**src/hw/rtl/xyli_pkg.sv**
```systemverilog
package xyli_pkg;

  // operation codes of an input item
  localparam logic OP_WRITE = 1'b0;
  localparam logic OP_QUERY = 1'b1;

  typedef enum logic [2:0] {
    S_IDLE,
    S_RD_FIRST,
    S_RD_LAST,
    S_DIR,
    S_SCAN,
    S_MUL,
    S_DIV_GO,
    S_DIV
  } state_t;

  // table read address source
  typedef enum logic [1:0] {
    ADDR_ZERO,
    ADDR_LAST,
    ADDR_SCAN
  } addr_sel_t;

  typedef struct packed {
    logic      wr_pt;
    logic      capture;
    addr_sel_t addr_sel;
    logic      cap_first;
    logic      set_dir;
    logic      scan_step;
    logic      load_ops;
    logic      mul;
    logic      div_start;
    logic      emit_direct;
    logic      emit_div;
  } cmd_t;

  typedef struct packed {
    logic stop;
    logic direct;
    logic div_done;
  } status_t;

endpackage

```
**src/hw/rtl/xyli_ram.sv**
```systemverilog
module xyli_ram #(
  parameter int WIDTH = 32,
  parameter int DEPTH = 16,
  localparam int AW = $clog2(DEPTH)
) (
  input  logic             clk,
  input  logic             we,
  input  logic [AW-1:0]    waddr,
  input  logic [WIDTH-1:0] wdata,
  input  logic [AW-1:0]    raddr,
  output logic [WIDTH-1:0] rdata
);

  logic [WIDTH-1:0] mem_r [DEPTH];
  logic [WIDTH-1:0] rdata_r;

  always_ff @(posedge clk) begin
    if (we) begin
      mem_r[waddr] <= wdata;
    end
    rdata_r <= mem_r[raddr];
  end

  assign rdata = rdata_r;

endmodule

```
**src/hw/rtl/xyli_div.sv**
```systemverilog
module xyli_div (
  input  logic               clk,
  input  logic               rst_n,
  input  logic               start_i,
  input  logic signed [33:0] num_i,
  input  logic signed [16:0] den_i,
  output logic signed [16:0] quo_o,
  output logic               done_o
);

  // quotient magnitude stays below 2^16, so sixteen restoring steps suffice
  localparam int STEPS = 16;
  localparam int CNT_W = $clog2(STEPS);

  logic [32:0]      num_mag;
  logic [16:0]      den_mag;
  logic [16:0]      rem_r, rem_nxt;
  logic [15:0]      quo_r, quo_nxt;
  logic [16:0]      den_r;
  logic             neg_r;
  logic             busy_r;
  logic             done_r;
  logic [CNT_W-1:0] cnt_r;
  logic [17:0]      trial;
  logic [17:0]      diff;
  logic             ge;

  always_comb begin
    num_mag = num_i[33] ? 33'(-num_i) : 33'(num_i);
    den_mag = den_i[16] ? 17'(-den_i) : 17'(den_i);
    trial   = {rem_r, quo_r[15]};
    diff    = trial - {1'b0, den_r};
    ge      = trial >= {1'b0, den_r};
    rem_nxt = ge ? diff[16:0] : trial[16:0];
    quo_nxt = {quo_r[14:0], ge};
  end

  always_ff @(posedge clk) begin
    if (!rst_n) begin
      busy_r <= 1'b0;
      done_r <= 1'b0;
      cnt_r  <= '0;
    end else begin
      done_r <= 1'b0;
      if (start_i) begin
        busy_r <= 1'b1;
        cnt_r  <= CNT_W'(STEPS - 1);
      end else if (busy_r) begin
        cnt_r <= cnt_r - 1'b1;
        if (cnt_r == '0) begin
          busy_r <= 1'b0;
          done_r <= 1'b1;
        end
      end
    end
  end

  always_ff @(posedge clk) begin
    if (start_i) begin
      rem_r <= num_mag[32:16];
      quo_r <= num_mag[15:0];
      den_r <= den_mag;
      neg_r <= num_i[33] ^ den_i[16];
    end else if (busy_r) begin
      rem_r <= rem_nxt;
      quo_r <= quo_nxt;
    end
  end

  assign quo_o  = neg_r ? -$signed({1'b0, quo_r}) : $signed({1'b0, quo_r});
  assign done_o = done_r;

endmodule

```
**src/hw/rtl/xyli_ctrl.sv**
```systemverilog
module xyli_ctrl import xyli_pkg::*; (
  input  logic    clk,
  input  logic    rst_n,
  input  logic    start,
  input  logic    op_i,
  input  status_t status_i,
  output cmd_t    cmd_o,
  output logic    busy_o
);

  state_t state_r, state_nxt;

  always_ff @(posedge clk) begin
    if (!rst_n) begin
      state_r <= S_IDLE;
    end else begin
      state_r <= state_nxt;
    end
  end

  always_comb begin
    state_nxt = state_r;
    unique case (state_r)
      S_IDLE: begin
        if (start && op_i == OP_QUERY) begin
          state_nxt = S_RD_FIRST;
        end
      end
      S_RD_FIRST: state_nxt = S_RD_LAST;
      S_RD_LAST:  state_nxt = S_DIR;
      S_DIR:      state_nxt = S_SCAN;
      S_SCAN: begin
        if (status_i.stop) begin
          state_nxt = status_i.direct ? S_IDLE : S_MUL;
        end
      end
      S_MUL:    state_nxt = S_DIV_GO;
      S_DIV_GO: state_nxt = S_DIV;
      S_DIV: begin
        if (status_i.div_done) begin
          state_nxt = S_IDLE;
        end
      end
      default: state_nxt = S_IDLE;
    endcase
  end

  always_comb begin
    cmd_o          = '0;
    cmd_o.addr_sel = ADDR_ZERO;
    unique case (state_r)
      S_IDLE: begin
        cmd_o.wr_pt   = start && op_i == OP_WRITE;
        cmd_o.capture = start && op_i == OP_QUERY;
      end
      S_RD_FIRST: cmd_o.addr_sel = ADDR_ZERO;
      S_RD_LAST: begin
        cmd_o.addr_sel  = ADDR_LAST;
        cmd_o.cap_first = 1'b1;
      end
      S_DIR: begin
        cmd_o.addr_sel = ADDR_ZERO;
        cmd_o.set_dir  = 1'b1;
      end
      S_SCAN: begin
        cmd_o.addr_sel    = ADDR_SCAN;
        cmd_o.scan_step   = 1'b1;
        cmd_o.emit_direct = status_i.stop && status_i.direct;
        cmd_o.load_ops    = status_i.stop && !status_i.direct;
      end
      S_MUL:    cmd_o.mul = 1'b1;
      S_DIV_GO: cmd_o.div_start = 1'b1;
      S_DIV:    cmd_o.emit_div = status_i.div_done;
      default: cmd_o = '0;
    endcase
  end

  assign busy_o = state_r != S_IDLE;

endmodule

```
**src/hw/rtl/xyli_dp.sv**
```systemverilog
module xyli_dp import xyli_pkg::*; #(
  parameter int MAX_POINTS = 16
) (
  input  logic               clk,
  input  logic               rst_n,
  input  cmd_t               cmd_i,
  output status_t            status_o,
  input  logic [3:0]         in_point_index,
  input  logic signed [15:0] in_point_x,
  input  logic signed [15:0] in_point_y,
  input  logic signed [15:0] in_query_x,
  input  logic               cfg_we,
  input  logic [4:0]         cfg_wdata,
  output logic               out_valid,
  output logic signed [15:0] out_result_y
);

  localparam int IDX_W = $clog2(MAX_POINTS);
  localparam logic [4:0] PIU_RESET = 5'd2;

  logic [4:0]         piu_r;
  logic [IDX_W-1:0]   last_r, last_nxt;
  logic [IDX_W-1:0]   c_r;
  logic [IDX_W-1:0]   raddr;
  logic               wr_ok;
  logic [31:0]        rd_data;
  logic signed [15:0] rd_x, rd_y;
  logic signed [15:0] qx_r;
  logic signed [15:0] first_x_r;
  logic               rising_r;
  logic signed [15:0] prev_x_r, prev_y_r;
  logic signed [16:0] dy_r, dx_r, den_r;
  logic signed [15:0] y0_r;
  logic signed [33:0] prod_r;
  logic signed [16:0] quo;
  logic               div_done;
  logic signed [16:0] sum;
  logic               past, at_last, end_ok;
  logic               out_valid_r;
  logic signed [15:0] result_r;

  // breakpoint count in use, clamped to 1..MAX_POINTS
  always_comb begin
    int unsigned n;
    n = 32'(piu_r);
    if (n == 0) n = 1;
    if (n > MAX_POINTS) n = MAX_POINTS;
    last_nxt = IDX_W'(n - 1);
  end

  assign wr_ok = cmd_i.wr_pt && (32'(in_point_index) < MAX_POINTS);

  always_comb begin
    unique case (cmd_i.addr_sel)
      ADDR_ZERO: raddr = '0;
      ADDR_LAST: raddr = last_r;
      ADDR_SCAN: raddr = c_r + IDX_W'(1);
      default:   raddr = '0;
    endcase
  end

  xyli_ram #(
    .WIDTH(32),
    .DEPTH(MAX_POINTS)
  ) u_tbl (
    .clk  (clk),
    .we   (wr_ok),
    .waddr(IDX_W'(in_point_index)),
    .wdata({in_point_x, in_point_y}),
    .raddr(raddr),
    .rdata(rd_data)
  );

  assign rd_x = $signed(rd_data[31:16]);
  assign rd_y = $signed(rd_data[15:0]);

  always_comb begin
    past    = rising_r ? (rd_x > qx_r) : (rd_x < qx_r);
    at_last = c_r == last_r;
    end_ok  = rising_r ? (qx_r >= rd_x) : (qx_r <= rd_x);
    status_o.stop     = at_last || past;
    status_o.direct   = (c_r == '0) || (at_last && end_ok);
    status_o.div_done = div_done;
  end

  always_ff @(posedge clk) begin
    if (!rst_n) begin
      piu_r       <= PIU_RESET;
      out_valid_r <= 1'b0;
    end else begin
      if (cfg_we) begin
        piu_r <= cfg_wdata;
      end
      out_valid_r <= cmd_i.emit_direct || cmd_i.emit_div;
    end
  end

  always_ff @(posedge clk) begin
    if (cmd_i.capture) begin
      qx_r   <= in_query_x;
      last_r <= last_nxt;
    end
    if (cmd_i.cap_first) begin
      first_x_r <= rd_x;
    end
    if (cmd_i.set_dir) begin
      rising_r <= first_x_r < rd_x;
      c_r      <= '0;
    end
    if (cmd_i.scan_step) begin
      prev_x_r <= rd_x;
      prev_y_r <= rd_y;
      c_r      <= c_r + IDX_W'(1);
    end
    if (cmd_i.load_ops) begin
      dy_r <= $signed({rd_y[15], rd_y}) - $signed({prev_y_r[15], prev_y_r});
      dx_r <= $signed({qx_r[15], qx_r}) - $signed({prev_x_r[15], prev_x_r});
      den_r <= $signed({rd_x[15], rd_x}) - $signed({prev_x_r[15], prev_x_r});
      y0_r <= prev_y_r;
    end
    if (cmd_i.mul) begin
      prod_r <= dy_r * dx_r;
    end
    if (cmd_i.emit_direct) begin
      result_r <= rd_y;
    end else if (cmd_i.emit_div) begin
      result_r <= sum[15:0];
    end
  end

  xyli_div u_div (
    .clk    (clk),
    .rst_n  (rst_n),
    .start_i(cmd_i.div_start),
    .num_i  (prod_r),
    .den_i  (den_r),
    .quo_o  (quo),
    .done_o (div_done)
  );

  assign sum          = $signed({y0_r[15], y0_r}) + quo;
  assign out_valid    = out_valid_r;
  assign out_result_y = result_r;

endmodule

```
**src/hw/rtl/xy_table_linear_interpolator.sv**
```systemverilog
// write item: taken in the cycle it is presented, busy stays low, no result
// query item: the strobe follows the one-entry-a-cycle table scan and, where no end point
//   is returned, the 16-step restoring divider
// one query at a time; the next item may be taken in the strobe cycle
// synchronous active-low reset: idle, points_in_use = 2, table contents undefined
module xy_table_linear_interpolator import xyli_pkg::*; #(
  parameter int MAX_POINTS = 16
) (
  input  logic               clk,
  input  logic               rst_n,
  // item channel
  input  logic               start,
  output logic               busy,
  input  logic               in_operation,
  input  logic [3:0]         in_point_index,
  input  logic signed [15:0] in_point_x,
  input  logic signed [15:0] in_point_y,
  input  logic signed [15:0] in_query_x,
  // result channel, one-cycle strobe
  output logic               out_valid,
  output logic signed [15:0] out_result_y,
  // points_in_use register
  input  logic               cfg_we,
  input  logic [4:0]         cfg_wdata
);

  cmd_t    cmd;
  status_t status;

  // sequencer: reads first and last entry to set the column direction,
  // then scans from entry 0 until the first breakpoint past the query or the last entry in use
  xyli_ctrl u_ctrl (
    .clk     (clk),
    .rst_n   (rst_n),
    .start   (start),
    .op_i    (in_operation),
    .status_i(status),
    .cmd_o   (cmd),
    .busy_o  (busy)
  );

  // datapath: breakpoint ram (one write, one registered read port),
  // scan compare, 17x17 multiply and the divider
  xyli_dp #(
    .MAX_POINTS(MAX_POINTS)
  ) u_dp (
    .clk           (clk),
    .rst_n         (rst_n),
    .cmd_i         (cmd),
    .status_o      (status),
    .in_point_index(in_point_index),
    .in_point_x    (in_point_x),
    .in_point_y    (in_point_y),
    .in_query_x    (in_query_x),
    .cfg_we        (cfg_we),
    .cfg_wdata     (cfg_wdata),
    .out_valid     (out_valid),
    .out_result_y  (out_result_y)
  );

endmodule

```
**config.mk**
```make
export PLATFORM = sky130hd
export DESIGN_NAME = xy_table_linear_interpolator
export DESIGN_NICKNAME = d
export VERILOG_FILES = /design/src/hw/rtl/xyli_pkg.sv /design/src/hw/rtl/xyli_ram.sv /design/src/hw/rtl/xyli_div.sv /design/src/hw/rtl/xyli_ctrl.sv /design/src/hw/rtl/xyli_dp.sv /design/src/hw/rtl/xy_table_linear_interpolator.sv
export SDC_FILE = /design/constraint.sdc
export NUM_CORES = 2
export LEC_CHECK = 0
export ABC_AREA = 1
export BUFFER_PORTS_ARGS = -buffer_cell sky130_fd_sc_hd__buf_2
export CORE_UTILIZATION = 55
export CTS_CLUSTER_DIAMETER = 120
export DETAILED_ROUTE_END_ITERATION = 12
export PLACE_DENSITY = 0.74
export SLEW_MARGIN = 10
export SYNTH_ARGS = -nofsm -noshare
export SYNTH_HDL_FRONTEND = slang
export SYNTH_SLANG_ARGS = --single-unit
```
**constraint.sdc**
```tcl
create_clock -name clk -period 5.8 [get_ports clk]
set_input_delay 0.29 -clock clk [delete_from_list [all_inputs] [get_ports clk]]
set_output_delay 0.29 -clock clk [all_outputs]
set_load 0.05 [all_outputs]
```
==> metrics.yaml <==
yosys:
  ys_async_sr_fraction_pct: 0
  syn_nets: 5044
  synthTopCellsByArea: "edfxtp_1, fa_1, ha_1, inv_1, nand2_1"
  netlist_area_mm2: 0.04678
  synth_top_area_share_pct: 48.34
  yosys.area.top_type: "edfxtp_1"
  yosys_register_bits: 800
  netlist-cell-type-count: 55
  synth_edf_count: 753
  ys.warnings.count: 0
  yosysSeqAreaShare_pct: 50.35
  dominantRegCellSynth: "edfxtp_1"
  avgSynthCellArea_um2: 10.46
  synth_cells: 4474
global_routing:
  grt_pass1_wl_um: 177500
  antenna_found_initial: 5
  grt_pass1_vias: 32010
  grt_start_max_net_pins: 119
  overflow: 0
  grt_usage_pct: 26.89
timing:
  drv_slew: 0
  final-hold-violation-count: 0
  fin_ws_ns: 0.03763
  min_period_ns: 5.762
  fmax_ghz: 0.1735
  slew_headroom_pct: 27.32
  worst_slew_pin_slew_ns: 1.087
  skew_ns: 0.02671
  rsz0062_at_grt: "yes"
  fin_crit_sh_pct: 99.35
  setup-violations-final: 0
placed_design:
  io_buffers: 79
  place.gp.congestion: 0.9605
  hpwl_um: 78830
  dp_slack_ns: -0.1551
critical_path:
  crit_arrival_ns: 6.13
  critPathBufInv: 6
  rr_worst_depth: 20
  path_class: "reg -> reg"
  critPathTopFamily: "adder cells"
  crit_top_cell: "fa_1"
  cp.depth: 20
  crit_chain: "buf_4, nand2_1, fa_1, inv_2, fa_2, buf_6, fa_2, fa_1, inv_1, fa_1, inv_1, fa_1, ha_4, nand2_4, a21oi_1, a211oi_2, buf_4, o211a_1, o31ai_2, xor2_1"
  crit_fanout: 6
  slowest_stage: "fa_2"
  r2r_start: "u_dp.dx_r[7]"
  cp-startpoint: "u_dp.dx_r[7]"
  end_kind: "register"
  cp_data_required_time_ns: 6.17
  cp-start-kind: "register"
  cpPeakStageDelay_ns: 0.59
routing:
  drcViolationCount: 0
  route.vias.total: 32850
  ant_nets: 0
  first_pass_iters: 5
  avgViaCountPerCell: 5.562
  wl_um: 116600
  routedWlPerCell_um: 19.74
  drt_iter0_drc: 2923
clocking:
  clk_latency_ns: 0.65
  cts_tree: "built"
  clk_path_buf_depth: 3
  cts_sinks: 800
  htree_num_levels: 3
  cts.clk_slew.worst_paths_ns: 0.06
  cts_inserted_buffers: 80
  ctsRootBufferMaster: "clkbuf_16"
final_layout:
  final_nets: 5275
  drive_gt1_share_pct: 11.53
  area_growth_pct: 14.27
floorplanning:
  dieArea_mm2: 0.08623
  row_count: 106
  coreArea_mm2: 0.08395
  fp.dieH_um: 293.6
  start_util_pct: 55.72
  dieWidth_um: 293.6
  io-pin-count: 80
pwr:
  p_leak_uw: 0.02248
  switching_share_pct: 38.74
  clockPowerShare_pct: 21.6
  switching_power_uw: 9631
  p_per_area_mw_per_mm2: 465.0
  p_int_uw: 15230
  seq_power_share_pct: 29.6
  vdd_drop_max_mv: 0.6944
  total_power_uw: 24860
  combPwrFrac_pct: 48.8
min_path:
  holdPathStages: 1
  hold_path.class: "in -> reg"
  worstHoldStart: "in_point_y[0]"
job:
  max_cap_violations: 0
status:
  status: "finished clean"
timing repair:
| action | CTS | global route |
|---|---|---|
| hold buffers | 55 | 0 |
| pin swaps | 2 | 34 |
| gates cloned | 0 | 1 |
| resized for setup | 14 | 127 |
| setup endpoints to repair | 9 | 15 |
| buffers inserted | 11 | 36 |
| hold endpoints to repair | 394 | 0 |
layout by cell type, fill, tap and decap left out, types with 8 or more instances in the layout:
cell type and instances:
buf_2 80, fa_2 8, inv_2 12, xnor2_1 64, nand4_1 8, ha_1 191
buf_12 14, clkinv_2 10, bufinv_16 10, o211ai_1 8, buf_6 12, fa_1 293
inv_1 677, o31ai_1 12, clkbuf_16 81, nor2_2 11, clkinv_1 9, o32ai_1 8
o221ai_1 56, clkbuf_1 19, nor2_4 19, xor2_1 93, a21oi_1 166, nand2_2 17
nor4_1 11, edfxtp_1 753, nor2_1 532, dlygate4sd3_1 55, o21ai_0 313, nand2_1 591
nand3_1 50, ha_4 12, a21oi_2 13, or2_2 11, o21ai_1 127, dfxtp_1 47
nor3_1 85, buf_4 176
per-stage QoR:
stage	TNS (ns)	area (µm²)	utilization (%)	instances	hold WS (ns)
CTS	-0.001026	52660	62.72	5868	0.0007969
global route	-0.5609	53460	63.67	5906	0.01857
finish	0	53460	63.68	5907	0.03177
detailed placement	-0.6091	49200	58.60	5654	0.4317
global placement	-0.3409	49200	58.60	5654	0.4287
floorplan	0	46780	-	4474	0.3889
cell usage after synthesis, drive strengths merged (4+ instances only):
master  instances
a211oi          5
a21boi          9
a21o            6
a21oi         182
a31oi           9
buf            77
clkbuf        112
dfxtp          47
edfxtp        753
fa            301
ha            207
inv           691
nand2         612
nand3          56
nand3b          4
nand4           8
nor2          562
nor3           89
nor4           13
o211ai          8
o21a            4
o21ai         449
o21bai          7
o221ai         56
o31ai          14
o32ai           8
or2            12
xnor2          64
xor2           94
registers in the layout (all words and copies together), names as in the netlist, 17 cells and up:
register          flops
u_dp.u_tbl.mem_r    512
u_dp.prod_r          34
u_dp.u_div.rem_r     17
u_dp.dx_r            17
u_dp.den_r           17
u_dp.dy_r            17
u_dp.u_div.den_r     17
u_dp.u_tbl.rdata     32
path summary, 6_finish.rpt:
path | slack (ns) | to
setup / recovery | 0.04 | u_dp.prod_r[32]
hold / removal | 0.03 | u_dp.u_tbl.mem_r[12][0]
setup reg to reg | 0.04 | u_dp.prod_r[32]
hold reg to reg | 0.45 | u_dp.y0_r[6]
worst reg2reg max path: stages (launching register included):
cell,delay (ns)
edfxtp_1,0.52
buf_4,0.22
nand2_1,0.08
fa_1,0.53
inv_2,0.06
fa_2,0.59
buf_6,0.17
fa_2,0.50
fa_1,0.52
inv_1,0.05
fa_1,0.47
inv_1,0.05
fa_1,0.58
ha_4,0.25
nand2_4,0.07
a21oi_1,0.05
a211oi_2,0.25
buf_4,0.16
o211a_1,0.16
o31ai_2,0.08
xor2_1,0.15
power groups by stage:
stage | clock network, µW | logic (µW) | registers (µW)
after detailed placement | 0 | 10100 | 7480
final | 5370 | 12100 | 7360
after floorplan | 0 | 6310 | 7300
after CTS | 5420 | 10400 | 7350
after global routing | 5620 | 13100 | 7370
after global placement | 0 | 10000 | 7470
cell families (layout without fill, tap and decap cells):
family          count (synthesis)  in the layout  synth area share [%]
simple gates                 1358           1358                 11.61
buf+inv                       880           1177                 7.449
flops                         800            800                 50.35
compound gates                770            770                 9.217
fa+ha+maj                     508            508                 18.42
xor+xnor                      158            158                 2.958
other cells                     0              2                     0
layer usage:
metal / global-route usage, % / share of wire, % / vias to the layer above
met5: 0 / 0.027 / -
met4: 10.44 / 3.9 / 4
met3: 3.421 / 6.6 / 257
met2: 45.21 / 49 / 1262
met1: 35.69 / 40 / 16040
li1: - / - / 15290
area by class of cell:
class	instances	area [µm²]
Antenna cell	2	5.005
Clock buffer	107	2195
Clock inverter	41	558.0
Fill cell	6328	30500
Inverter	691	2605
Multi-Input combinational cell	2794	20430
Sequential cell	800	23550
Tap cell	1134	1419
Timing Repair Buffer	338	2693
Note: power is estimated with default switching activity, not from simulation.
